--- src/design/mtg_pkg.sv ---
package mtg_pkg;

  // Table geometry and word width
  localparam int unsigned MtN     = 624;
  localparam int unsigned MtM     = 397;
  localparam int unsigned IdxW    = 10;
  localparam int unsigned WordW   = 32;

  // Recurrence and tempering constants of the standard generator
  localparam logic [WordW-1:0] MT_MATRIX    = 32'h9908_b0df;
  localparam logic [WordW-1:0] MT_INIT_MULT = 32'd1812433253;
  localparam logic [WordW-1:0] MT_TEMPER_B  = 32'h9d2c_5680;
  localparam logic [WordW-1:0] MT_TEMPER_C  = 32'hefc6_0000;

  // Last valid table index
  localparam logic [IdxW-1:0] IDX_LAST = IdxW'(MtN - 1);

  // Commands from the controller to the datapath
  typedef struct packed {
    logic draw_rd;    // read the neighbor words of the current position
    logic draw_wr;    // twist the current word, write it back, load the output
    logic seed_start; // load the seed into word 0
    logic seed_mul;   // multiply step of the seeding recurrence
    logic seed_wr;    // add step of the seeding recurrence and table write
  } mtg_cmd_t;

  // Status from the datapath to the controller
  typedef struct packed {
    logic seed_last;  // the seeding write targets the last table word
  } mtg_sts_t;

  // Output tempering of one table word.
  function automatic logic [WordW-1:0] mtg_temper(input logic [WordW-1:0] w);
    logic [WordW-1:0] y;
    y = w;
    y = y ^ (y >> 11);
    y = y ^ ((y << 7) & MT_TEMPER_B);
    y = y ^ ((y << 15) & MT_TEMPER_C);
    y = y ^ (y >> 18);
    return y;
  endfunction

  // Twist of one word: upper bit of the current word, lower bits of the next.
  function automatic logic [WordW-1:0] mtg_twist(input logic [WordW-1:0] cur,
                                                 input logic [WordW-1:0] nxt,
                                                 input logic [WordW-1:0] far);
    logic [WordW-1:0] y;
    logic [WordW-1:0] ya;
    y  = {cur[WordW-1], nxt[WordW-2:0]};
    ya = y >> 1;
    if (y[0]) begin
      ya = ya ^ MT_MATRIX;
    end
    return far ^ ya;
  endfunction

endpackage

--- src/design/mtg_ctrl.sv ---
module mtg_ctrl
  import mtg_pkg::*;
(
  input  logic      clk,
  input  logic      rst_n,
  input  logic      in_valid,
  output logic      in_ready,
  input  logic      in_mode,
  output logic      out_valid,
  input  logic      out_ready,
  input  mtg_sts_t  sts,
  output mtg_cmd_t  cmd
);

  typedef enum logic [1:0] {
    S_IDLE,
    S_CALC,
    S_SMUL,
    S_SADD
  } state_t;

  state_t state_r, state_nxt;
  logic   out_valid_r, out_valid_nxt;
  logic   accept;
  logic   calc_go;

  assign in_ready  = (state_r == S_IDLE);
  assign out_valid = out_valid_r;
  assign accept    = in_valid && in_ready;

  // The twist step may only run when the output register is free.
  assign calc_go = (state_r == S_CALC) && (!out_valid_r || out_ready);

  // Commands for the datapath
  always_comb begin
    cmd            = '0;
    cmd.draw_rd    = accept && !in_mode;
    cmd.seed_start = accept && in_mode;
    cmd.draw_wr    = calc_go;
    cmd.seed_mul   = (state_r == S_SMUL);
    cmd.seed_wr    = (state_r == S_SADD);
  end

  // Next state and output valid
  always_comb begin
    state_nxt     = state_r;
    out_valid_nxt = out_valid_r;
    if (out_valid_r && out_ready) begin
      out_valid_nxt = 1'b0;
    end
    case (state_r)
      S_IDLE: begin
        if (accept) begin
          state_nxt = in_mode ? S_SMUL : S_CALC;
        end
      end
      S_CALC: begin
        if (calc_go) begin
          out_valid_nxt = 1'b1;
          state_nxt     = S_IDLE;
        end
      end
      S_SMUL: begin
        state_nxt = S_SADD;
      end
      S_SADD: begin
        state_nxt = sts.seed_last ? S_IDLE : S_SMUL;
      end
      default: begin
        state_nxt = S_IDLE;
      end
    endcase
  end

  // State and registered outputs
  always_ff @(posedge clk) begin
    if (!rst_n) begin
      state_r     <= S_IDLE;
      out_valid_r <= 1'b0;
    end else begin
      state_r     <= state_nxt;
      out_valid_r <= out_valid_nxt;
    end
  end

endmodule

--- config.mk ---
export PLATFORM = sky130hd
export DESIGN_NAME = mtg_ctrl
export DESIGN_NICKNAME = d
export VERILOG_FILES = /design/src/design/mtg_pkg.sv /design/src/design/mtg_ctrl.sv
export SDC_FILE = /design/constraint.sdc
export NUM_CORES = 1
export LEC_CHECK = 0
export ABC_AREA = 1
export BUFFER_PORTS_ARGS = -buffer_cell sky130_fd_sc_hd__clkbuf_2
export CAP_MARGIN = 20
export CORE_AREA = 2 2 39 41
export DETAILED_ROUTE_END_ITERATION = 10
export DIE_AREA = 0 0 41 43
export GPL_TIMING_DRIVEN = 1
export PLACE_DENSITY = 0.37
export SLEW_MARGIN = 20
export SYNTH_ARGS = -nofsm -noshare
export SYNTH_HDL_FRONTEND = slang
export SYNTH_SLANG_ARGS = --single-unit
--- constraint.sdc ---
create_clock -name clk -period 2.3 [get_ports clk]
set_clock_uncertainty 0.1 [all_clocks]
set_input_delay 0.23 -clock clk [delete_from_list [all_inputs] [get_ports clk]]
set_output_delay 0.23 -clock clk [all_outputs]
set_load 0.005 [all_outputs]
==> impl_metrics.env <==
export IMPL_status="finished clean"
export IMPL_numCtsBuffers=3
export IMPL_cts_num_sinks=3
export IMPL_core_area_um2=1380
export IMPL_worstHoldStart="rst_n"
export IMPL_post_cts_buffers=0
export IMPL_ant_nets=0
export IMPL_max_cap_violations=0
export IMPL_drive_gt1_frac=0.442
export IMPL_setup_violations=0
export IMPL_dp_hpwl_um=365
export IMPL_crit_path_end_kind="output port"
export IMPL_start_kind="register"
export IMPL_seqPwrFrac=0.329
export IMPL_drc=0
export IMPL_grtUsageTotal=0.0632
export IMPL_cp_max_fo=7
export IMPL_fin_tns_setup_ns=0
export IMPL_hp_class="in2reg"
export IMPL_hold_buffers=0
export IMPL_combPwrFrac=0.194
export IMPL_synthToLayoutAreaGrowth_pct=54.9
export IMPL_switching_power_uw=52.1
export IMPL_crit_type="reg2out"
export IMPL_worstPathArrival_ns=1.08
export IMPL_hold_depth=3
export IMPL_overflow=0
export IMPL_gp_congestion=0.612
export IMPL_synth_cells=28
export IMPL_cts_tree="built"
export IMPL_finalWirelength_um=419
export IMPL_drt_iter0_drc=0
export IMPL_p_clk_frac=0.478
export IMPL_slew_violations=0
export IMPL_r2r_start="state_r[0]$_SDFFE_PN0P_"
export IMPL_root_buffer="clkbuf_4"
export IMPL_io_pin_count=13
export IMPL_period_minus_slack_ns=1.41
export IMPL_r2r_end="state_r[0]$_SDFFE_PN0P_"
export IMPL_die_area_um2=1760
export IMPL_tightest_slew_ns=0.241
export IMPL_dr_pass1_iters=1
export IMPL_synth_cell_types=12
export IMPL_grt_pass1_vias=197
export IMPL_p_per_area_nw_per_um2=685
export IMPL_min_period_over_period=0.612
export IMPL_rsz0062_at_grt="no"
export IMPL_path_clk_slew_ns=0.04
export IMPL_yosysSeqAreaShare=0.333
export IMPL_grt_pass1_wl_um=703
export IMPL_switching_share=0.272
export IMPL_syn_avg_cell_area_um2=6.43
export IMPL_rr_worst_depth=4
export IMPL_p_leak_uw=0.000152
export IMPL_ir_worst_vdd_v=0.000154
export IMPL_die_h_um=43
export IMPL_antenna_cells=0
export IMPL_ys_seq_elements=3
export IMPL_syn_nets=34
export IMPL_io_buffer_count=12
export IMPL_slew_headroom=0.839
export IMPL_required_ns=1.97
export IMPL_holdWs_ns=0.155
export IMPL_min_to="state_r[0]$_SDFFE_PN0P_"
export IMPL_synth_top_area_frac=0.333
export IMPL_viasPerCell=3.54
export IMPL_wl_per_cell_um=7.10
export IMPL_cts_buffer_depth=2
export IMPL_start_util=0.130
export IMPL_synth_cell_area_um2=180
export IMPL_vias=209
export IMPL_p_int_uw=139
export IMPL_h_tree_depth=1
export IMPL_grt_start_max_net_pins=8
export IMPL_worstSkewPairLatency_ns=0.23
export IMPL_synth_area_leaders="dfxtp_1 33%, nand2_1 17%, inv_1 8.3%, nand2_2 6.9%, nor2_1 6.3%"
export IMPL_cts_resized=0
export IMPL_nNetsFinal=50
export IMPL_max_freq_mhz=711
export IMPL_synth_largest_area_cell="dfxtp_1"
export IMPL_ff2ff_setup_slack_ns=1.33
export IMPL_yosysWarningCount=0
export IMPL_hold_violations=0
export IMPL_fp_dieW_um=41
export IMPL_rows=14
export IMPL_grt_antenna_before_repair=0
==> cells in the final DEF (no fill, tap or decap) <==
| cell | instances |
|---|---|
| nand3_1 | 1 |
| nor4_1 | 1 |
| nor2_1 | 3 |
| inv_1 | 4 |
| dfxtp_1 | 3 |
| a21oi_1 | 2 |
| nand2_2 | 2 |
| a21boi_0 | 1 |
| clkbuf_1 | 1 |
| nand2_1 | 8 |
| clkbuf_4 | 3 |
| clkbuf_2 | 12 |
| nor2_2 | 1 |
| a21oi_2 | 1 |
==> layout make-up <==
cell class	count	area, um^2
tap	16	20.0
timing repair buffer	12	60.1
sequential	3	60.1
multi-input combinational	20	97.6
clock buffer	4	26.3
fill	172	1100
inverter	4	15.0
==> per-stage QoR <==
| stage | power (uW) | std cells | util | setup slack (ns) | instance area (um^2) |
|---|---|---|---|---|---|
| after floorplan | 85.4 | 28 | - | 1.25 | 180 |
| after detailed placement | 102 | 55 | 0.183 | 1.12 | 253 |
| after global placement | 102 | 55 | 0.183 | 1.12 | 253 |
| after CTS | 198 | 59 | 0.202 | 0.872 | 279 |
| after global routing | 207 | 59 | 0.202 | 0.777 | 279 |
| final | 191 | 59 | 0.202 | 0.893 | 279 |
==> kinds of logic (layout without fill, tap and decap cells) <==
logic type | Yosys count | in the layout | share of synthesized area
and+or+nand+nor | 16 | 16 | 0.396
DFF | 3 | 3 | 0.333
AOI/OAI and AO/OA | 4 | 4 | 0.146
buffers and inverters | 5 | 20 | 0.125
==> worst max-delay path, cell delays in order, from the launching register on <==
cell and delay, ns:
dfxtp_1 0.36, nor2_2 0.20, nand2_2 0.08, nor2_1 0.09, clkbuf_2 0.12
==> state kept, by name, indices dropped and copies added (netlist names) <==
signal	count
out_valid	1
state_r	2
==> synth_stat cells <==
cell type and count:
inv_1 4, a21oi_2 1, a21boi_0 1, a21oi_1 2, nand2_2 2, nand2_1 8, buf_4 1, dfxtp_1 3
nor4_1 1, nor2_2 1, nand3_1 1, nor2_1 3
==> worst max-delay path by stage <==
stage                                       start  endpoint
after floorplan           state_r[0]$_SDFFE_PN0P_    cmd[3]
after global placement    state_r[0]$_SDFFE_PN0P_    cmd[2]
after detailed placement  state_r[0]$_SDFFE_PN0P_    cmd[2]
after CTS                 state_r[0]$_SDFFE_PN0P_    cmd[2]
after global routing      state_r[0]$_SDFFE_PN0P_    cmd[2]
final                     state_r[0]$_SDFFE_PN0P_    cmd[2]
==> power by group through the flow <==
| stage | logic, uW | registers (uW) | clock network (uW) |
|---|---|---|---|
| floorplan | 23.1 | 62.3 | 0 |
| global placement | 38.4 | 63.9 | 0 |
| detailed placement | 38.2 | 63.6 | 0 |
| CTS | 38.2 | 62.8 | 96.8 |
| global route | 43.3 | 63.8 | 100 |
| finish | 37.0 | 62.8 | 91.4 |
==> per-layer routing <==
| layer | wire, um | vias up | track usage |
|---|---|---|---|
| met4 | 0 | 0 | 0.0600 |
| li1 | - | 116 | - |
| met5 | 0 | - | 0 |
| met1 | 168 | 89 | 0.0609 |
| met2 | 226 | 4 | 0.0906 |
| met3 | 25 | 0 | 0.0314 |
Power figures use the tool's default switching activity.
